===== src/rtl/ilie_pkg.sv =====
// Package with the shared constants, codes and types of the indexed list.
`default_nettype none
package ilie_pkg;

	localparam int CAPACITY = 64;
	localparam int IDX_W = $clog2(CAPACITY);
	localparam int CNT_W = $clog2(CAPACITY + 1);
	localparam int INDEX_W = 6;
	localparam int VALUE_W = 32;
	localparam int STATUS_W = 2;
	localparam int COUNT_W = 7;
	localparam int KIND_W = 2;
	localparam int S_DATA_W = 40;
	localparam int M_DATA_W = 48;

	typedef enum logic [KIND_W-1:0] {
		KIND_APPEND = 2'd0,
		KIND_INSERT = 2'd1,
		KIND_ERASE = 2'd2,
		KIND_READ = 2'd3
	} kind_t;

	typedef enum logic [STATUS_W-1:0] {
		STATUS_OK = 2'd0,
		STATUS_BAD_INDEX = 2'd1,
		STATUS_FULL = 2'd2
	} status_t;

	typedef enum logic [1:0] {
		CELL_HOLD = 2'd0,
		CELL_INSERT = 2'd1,
		CELL_ERASE = 2'd2
	} cell_op_t;

	typedef struct packed {
		cell_op_t op;
		logic [CNT_W-1:0] idx;
		logic [VALUE_W-1:0] value;
	} cell_cmd_t;

endpackage
`default_nettype wire


===== src/rtl/ilie_cell.sv =====
// One list cell: holds one entry and shifts with its neighbors on insert or erase.
`default_nettype none
module ilie_cell
	import ilie_pkg::*;
(
	input wire logic clk,
	input wire logic [IDX_W-1:0] pos,
	input wire cell_cmd_t cmd,
	input wire logic [VALUE_W-1:0] left,
	input wire logic [VALUE_W-1:0] right,
	output logic [VALUE_W-1:0] entry,
	output logic [VALUE_W-1:0] rd
);

	logic [VALUE_W-1:0] entry_q;
	logic [CNT_W-1:0] pos_ext;

	assign pos_ext = CNT_W'(pos);
	assign entry = entry_q;
	assign rd = (pos_ext == cmd.idx) ? entry_q : '0;

	always_ff @(posedge clk) begin
		case (cmd.op)
			CELL_INSERT: begin
				if (pos_ext > cmd.idx) begin
					entry_q <= left;
				end else if (pos_ext == cmd.idx) begin
					entry_q <= cmd.value;
				end
			end
			CELL_ERASE: begin
				if (pos_ext >= cmd.idx) begin
					entry_q <= right;
				end
			end
			default: begin
				entry_q <= entry_q;
			end
		endcase
	end

endmodule
`default_nettype wire


===== config.mk =====
export PLATFORM = sky130hd
export DESIGN_NAME = ilie_cell
export DESIGN_NICKNAME = d
export VERILOG_FILES = /design/src/rtl/ilie_pkg.sv /design/src/rtl/ilie_cell.sv
export SDC_FILE = /design/constraint.sdc
export NUM_CORES = 1
export LEC_CHECK = 0
export CAP_MARGIN = 30
export CORE_AREA = 3 3 89 57
export CTS_BUF_LIST = sky130_fd_sc_hd__clkbuf_2 sky130_fd_sc_hd__clkbuf_4 sky130_fd_sc_hd__clkbuf_8
export DETAILED_ROUTE_END_ITERATION = 12
export DIE_AREA = 0 0 92 60
export DONT_BUFFER_PORTS = 1
export PLACE_DENSITY = 0.86
export SLEW_MARGIN = 30
export SYNTH_ARGS = -nofsm -noshare
export SYNTH_HDL_FRONTEND = slang
export SYNTH_SLANG_ARGS = --single-unit

===== constraint.sdc =====
create_clock -name clk -period 7.9 [get_ports clk]
set_input_delay 1.58 -clock clk [delete_from_list [all_inputs] [get_ports clk]]
set_output_delay 1.58 -clock clk [all_outputs]
set_load 0.02 [all_outputs]

---- After elaboration in Yosys (flattened, before gate mapping) ----
Index checks and enable logic that the tools add are counted.
storage, ports and cells
  register bits ........................... 32
  input bits .............................. 112
operators by class
  magnitude comparators ................... 2
  equal/unequal tests ..................... 5
  muxes and demuxes ....................... 5
  reductions and logical operators ........ 2
operator list
  cell                                            number
  2-to-1 mux 32 bit                               4
  case mux 32 bit (2 select lines)                1
  == test 6 x 7 -> 1 bit                          1
  >= comparator 6 x 7 -> 1 bit                    1
  greater-than comparator 6 x 7 -> 1 bit          1
  != test 3 bit (second input constant)           1
  AND reduction 3 bit                             1
  == test 2 x 1 -> 1 bit (second input constant)  1
  == test 2 bit (second input constant)           1
  != test 2 bit (second input constant)           1
  nonzero test 2 bit                              1

---- Longest topological paths before layout ----
Gate-level depths: netlist of run 1.
  depth after elaboration ................. 4
  gate-level depth with buffers ........... 8

---- Least setup slack after synthesis of run 1 ----
OpenSTA, ideal clock, no wires.
  path type ............................... input to output
  start point ............................. input port cmd[37] in the netlist's numbering
  end point ............................... output port rd[11]
  arrival time ............................ 2876 ps
  data required time ...................... 6320 ps
  setup slack ............................. 3444 ps
  cell stages on the path ................. 7
  buffers on the path ..................... 2
  path through ............................ inv_1 -> ha_1 -> and4b_1 -> and4_4 -> buf_6 -> clkbuf_2 -> and2_1
between the ends
  cells in the longest elaborated chain, start to end .. 2
RTL lines
  element                 line             source
  start, declared         ilie_cell.sv:8   input wire cell_cmd_t cmd,
  == test 6 x 7 -> 1 bit  ilie_cell.sv:20  assign rd = (pos_ext == cmd.idx) ? entry_q : '0;
  2-to-1 mux 32 bit       ilie_cell.sv:20
  end, declared           ilie_cell.sv:12  output logic [VALUE_W-1:0] rd
Every way passes these cells.

---- Worst setup path after layout of run 1 ----
  start point ............................. input port cmd[37] in the netlist's numbering
  end point ............................... output port rd[6]
The elaborated chain is that of the path after synthesis.

==> results of run 1 <==
[critical path, delay by kind of cell]
kind | cells | cell delay (ns)
AND/OR/NAND/NOR | 3 | 1.27
adder cells (fa/ha/maj) | 1 | 0.31
buffers and inverters | 1 | 0.03
[synthesized netlist by cell type (all sizes together)]
library cell	number	share of area, %
nand3	65	13
a22oi	32	9.3
and2	32	7.7
edfxtp	32	37
nor2b	32	7.7
o2111ai	32	11
buf	16	4.0
clkbuf	16	2.4
inv	9	1.3
ha	8	3.9
a21o	2	0.58
a21oi	2	0.39
nor2	2	0.29
and3b	1	0.34
and4	1	0.43
and4b	1	0.39
nand4	1	0.24
nor4	1	0.24
o21a	1	0.29
o21ai	1	0.19
[layer usage]
metal,vias to the layer above,part of all wire [%],wire [um],track usage (%)
li1,1070,-,-,-
met1,1068,41,2960,33.9
met2,170,49,3510,41.6
met3,6,9.8,705,6.54
met4,0,0.71,51,7.82
met5,-,0,0,0
[how the worst max path moves through the flow]
stage | startpoint | end | cells past startpoint
finish | cmd[37] | rd[6] | 5
global route | cmd[37] | rd[6] | 5
CTS | cmd[37] | rd[29] | 5
detailed placement | cmd[37] | rd[29] | 5
global placement | cmd[37] | rd[15] | 5
floorplan | cmd[37] | rd[11] | 7
[power breakdown]
group          total, mW  switching [mW]  internal, mW
Combinational     0.0820          0.0518        0.0303
Clock              0.158          0.0607        0.0970
Sequential         0.278          0.0518         0.226
Total              0.518           0.164         0.353
[per-stage QoR]
| step | total power, mW | area, sq um |
|---|---|---|
| 2_1_floorplan | 0.341 | 2600 |
| 3_3_place_gp | 0.360 | 2560 |
| 3_5_place_dp | 0.364 | 2560 |
| 4_1_cts | 0.520 | 2670 |
| 5_1_grt | 0.541 | 2670 |
| 6_report | 0.518 | 2670 |
[final cells by class]
class,instances,share of cell area (%)
clock buffers,6,2.86
clock inverters,2,1.31
inverters,9,1.26
multi-input cells,214,54.4
flip-flops and latches,32,36.0
well taps,60,2.81
repair buffers,5,1.41
[logic make-up (layout without fill, tap and decap cells)]
family                     after synthesis  after routing  synth area share [%]
AOI/OAI and AO/OA                       70             70                  21.5
buffers and inverters                   41             22                  7.76
DFF                                     32             32                  37.0
adders and majority gates                8              8                  3.86
and+or+nand+nor                        136            136                  29.9
==> impl_metrics.toml, run 1 <==
[outcome]
status = "complete, no violations"

[critical_path]
critPathMaxStageDelay_ns = 0.64
worstSetupPathType = "in2out"
crit_path_end_kind = "primary output"
cpMaxStageDelayCell = "and4_4"
start_kind = "input port"
crit_fanout = 65
cp.arrival_ns = 3.23
cp_cell_sequence = "inv_1 -> ha_1 -> and4b_1 -> and4_4 -> and2_1"
cp.required_ns = 6.32

[finish]
diodes = 0
multi_input_area_sq_mm = 0.00145
layout.cells.non_filler = 328
nets = 387
largest_reg_flops = 32
seqCellArea_sq_um = 961
final_layout_size_suffix_gt1_share_pct = 7.46
postLayoutCoreUtil_pct = 63.8
area_growth_pct = 2.89
final_common_cell = "nand3_1"
fill_cells = 348

[hold_path]
hold_class = "in2reg"
min_to = "entry[0]"
min_from = "right[0]"
hold_depth = 2

[yosys]
synth_cells = 287
syn_avg_cell_area_sq_um = 9.05
ys_warn_count = 0
yosysUniqueCellTypes = 22
syn_nets = 407
syn_area_sq_mm = 0.00260
seq_area_frac_synth_pct = 37.0
ys_ff_latch = 32

[global_routing]
grt_antenna_before_repair = 0
grt_start_max_net_pins = 67
grt_pass1_wl_um = 11000
grt_pass1_vias = 2210
groute.usage.overall_pct = 25.5
grt_overflow = 0

[timing]
slew_viol_final = 0
rsz0062_at_grt = "no"
worst_pin_slew_ns = 0.895
finalSetupTns_ns = 0
fmax_ghz = 0.208
fin_ws_ns = 3.09
min_period_ns = 4.81
fin_hold_ws_ns = 1.55
setup_viol = 0
hold_violations = 0
post-route-period-util_pct = 60.8
slew_headroom_pct = 40.2

[drt]
totalWireLength_um = 7230
first_pass_iters = 4
vias = 2314
drc = 0
viasPerCell = 7.05
drt_iter0_markers = 190
ant_nets = 0
post_drt_wl_per_cell_um = 22.0

[run]
drv_cap = 0

[place]
dp_cells = 320
port_buffers = 0
dpl.hpwl_um = 4820
preCtsSetupSlack_ns = 3.13
place_congestion = 0.831

[floorplanning]
dieArea_sq_mm = 0.00552
initial_core_util_pct = 62.0
rows = 18
chipHeight_um = 60
die_w_um = 92
ios = 176
core_sq_mm = 0.00419

[clock_network]
htree_levels = 2
ctsHoldBuffers = 0
cts_inserted_buffers = 5
clockBufferDepth = 2
postCtsSetupBuffers = 0
clkSlewWorstSetupHoldPaths_ns = 0.07
cts_resized = 0
clock-sinks = 32
tritoncts = "done"
ctsRootBufferMaster = "clkbuf_8"

[pwr]
ir_worst_vdd_v = 0.0000922
leakagePower_nw = 0.960
cellPowerDensity_mw_per_mm2 = 194
(Power assumes the default switching activity.)
==> inputs of run 2 (changes only) <==
- ABC_AREA: default -> 1
- CORE_AREA: 3 3 89 57 -> 3 3 88 57
- DIE_AREA: 0 0 92 60 -> 0 0 91 60
- PLACE_DENSITY: 0.86 -> 0.87
- clock period: 7.9 -> 4.05 ns (I/O delays scaled with it)
==> impl_metrics.toml, run 2 <==
[yosys]
synthTopCellsByArea = "edfxtp_1 (38%), inv_1 (16%), nand2_1 (15%)"
syn_area_sq_mm = 0.00251
synth_area_leader_cell = "edfxtp_1"
yosys-top-cells-count = "inv_1 (110), nand2_1 (102), nand3_1 (65), nor2_1 (36), edfxtp_1 (32)"
syn_avg_cell_area_sq_um = 6.60
ys.flop_type = "edfxtp_1"
ys_ff_latch = 32
seq_area_frac_synth_pct = 38.3
ys_warn_count = 0
synth_cells = 380
netlist.area_leader.share_pct = 38.3
yosysUniqueCellTypes = 17
synth_edf_count = 32
syn_nets = 500
async_reset_ff_share_pct = 0
synthMostInstantiatedCell = "inv_1"

[place]
dp_cells = 455
placedInstanceArea_sq_mm = 0.00273
preCtsSetupSlack_ns = 0.861
place_congestion = 0.773
dpl.hpwl_um = 4730
port_buffers = 0

[critical_path]
critPathLaunch = "cmd[37]"
worstSetupPathType = "in2out"
cp.arrival_ns = 2.38
crit_path_end_kind = "primary output"
start_kind = "input port"
setup.worst_path.end = "rd[31]"
crit_fanout = 47
cp.required_ns = 3.24

[clock_network]
tritoncts = "done"
ctsRootBufferMaster = "clkbuf_8"
clkSlewWorstSetupHoldPaths_ns = 0.06
htree_levels = 2
clock-sinks = 32
ctsHoldBuffers = 0
clockBufferDepth = 2
postCtsSetupBuffers = 0
cts_resized = 0
cts_inserted_buffers = 5

[global_routing]
grt_start_max_net_pins = 48
gr-usage-met1_pct = 25.7
use_met2_pct = 43.1
groute.usage.overall_pct = 22.7
grt.met3_usage_pct = 6.42
grt_pass1_wl_um = 9740
grt.busiest_layer = "met2"
grt_antenna_before_repair = 0
grt_overflow = 0
grt_pass1_vias = 2129

[finish]
largest_reg_flops = 32
mostFrequentLayoutCells = "inv_1 (109), nand2_1 (102), nand3_1 (65)"
diodes = 0
postLayoutCoreUtil_pct = 67.9
final_layout_size_suffix_gt1_share_pct = 12.2
fill_cells = 344
nets = 522
area_growth_pct = 12.2
final_common_cell = "inv_1"
stdcell_area_sq_mm = 0.00281
layout.cells.non_filler = 462

[drt]
ant_nets = 0
drc = 0
vias = 2292
viasPerCell = 4.96
first_pass_iters = 4
post_drt_wl_per_cell_um = 13.5
drt_iter0_markers = 98
totalWireLength_um = 6230

[floorplanning]
rows = 18
initial_core_util_pct = 60.5
dieArea_sq_mm = 0.00546
die_w_um = 91
ios = 176
chipHeight_um = 60
core_sq_mm = 0.00414

[pwr]
seqPwrFrac_pct = 57.7
cellPowerDensity_mw_per_mm2 = 337
ir_worst_vdd_v = 0.000195
switching_share_pct = 34.4
leakagePower_nw = 1.71
power_uw = 947
p_comb_share_pct = 18.2
p_clk_share_pct = 24.1
p_switching_uw = 325
p_int_uw = 622

[timing]
slew_viol_final = 0
setup_viol = 0
fmax_ghz = 0.314
rsz0062_at_grt = "no"
min_period_ns = 3.19
worst_pin_slew_ns = 0.883
post-route-period-util_pct = 78.7
finalSetupTns_ns = 0
fin_ws_ns = 0.863
slew_headroom_pct = 41.0
fin_hold_ws_ns = 0.719
hold_violations = 0

[run]
drv_cap = 0

[outcome]
status = "complete, no violations"

[hold_path]
hold_class = "in2reg"
min_from = "right[19]"
-- run 2: worst min-delay path by stage --
stage | end | cells past startpoint | slack [ns]
2_1_floorplan | entry[30] | 2 | 0.99
3_3_place_gp | entry[22] | 2 | 1.0
3_5_place_dp | entry[23] | 2 | 1.00
4_1_cts | entry[30] | 2 | 0.71
5_1_grt | entry[8] | 2 | 0.71
6_report | entry[19] | 2 | 0.72
-- run 2: metal layers --
| metal | routed length (um) | vias up |
|---|---|---|
| met5 | 0 | - |
| met4 | 33 | 0 |
| met3 | 571 | 4 |
| met2 | 3190 | 124 |
| met1 | 2430 | 1000 |
| li1 | - | 1164 |
-- run 2: cell type report --
| type | instances | area [sq um] | share of cell area, % |
|---|---|---|---|
| inverters | 110 | 413 | 14.7 |
| repair buffers | 35 | 275 | 9.79 |
| clock inverters | 1 | 5.00 | 0.178 |
| flip-flops and latches | 32 | 961 | 34.2 |
| multi-input cells | 218 | 1010 | 35.8 |
| well taps | 60 | 75.1 | 2.67 |
| clock buffers | 6 | 76.3 | 2.71 |
-- run 2: kinds of logic (layout without fill, tap and decap cells) --
group	Yosys count	in the layout	synth area share, %
adders and majority gates	8	8	3.99
DFF	32	32	38.3
buffers and inverters	130	152	21.8
and+or+nand+nor	207	207	35.1
AOI/OAI and AO/OA	3	3	0.749
-- run 2: power groups by stage --
stage	logic [mW]	clock network, mW	registers [mW]
6_report	0.172	0.228	0.547
3_3_place_gp	0.166	0	0.552
4_1_cts	0.174	0.237	0.548
2_1_floorplan	0.146	0	0.539
3_5_place_dp	0.173	0	0.555
5_1_grt	0.204	0.255	0.552
-- run 2: critical path, cell delays in order --
cell	delay, ns
inv_1	0.02
ha_1	0.26
inv_1	0.05
nor3_2	0.19
nand3_2	0.39
buf_12	0.34
nor2_1	0.13
buf_4	0.16
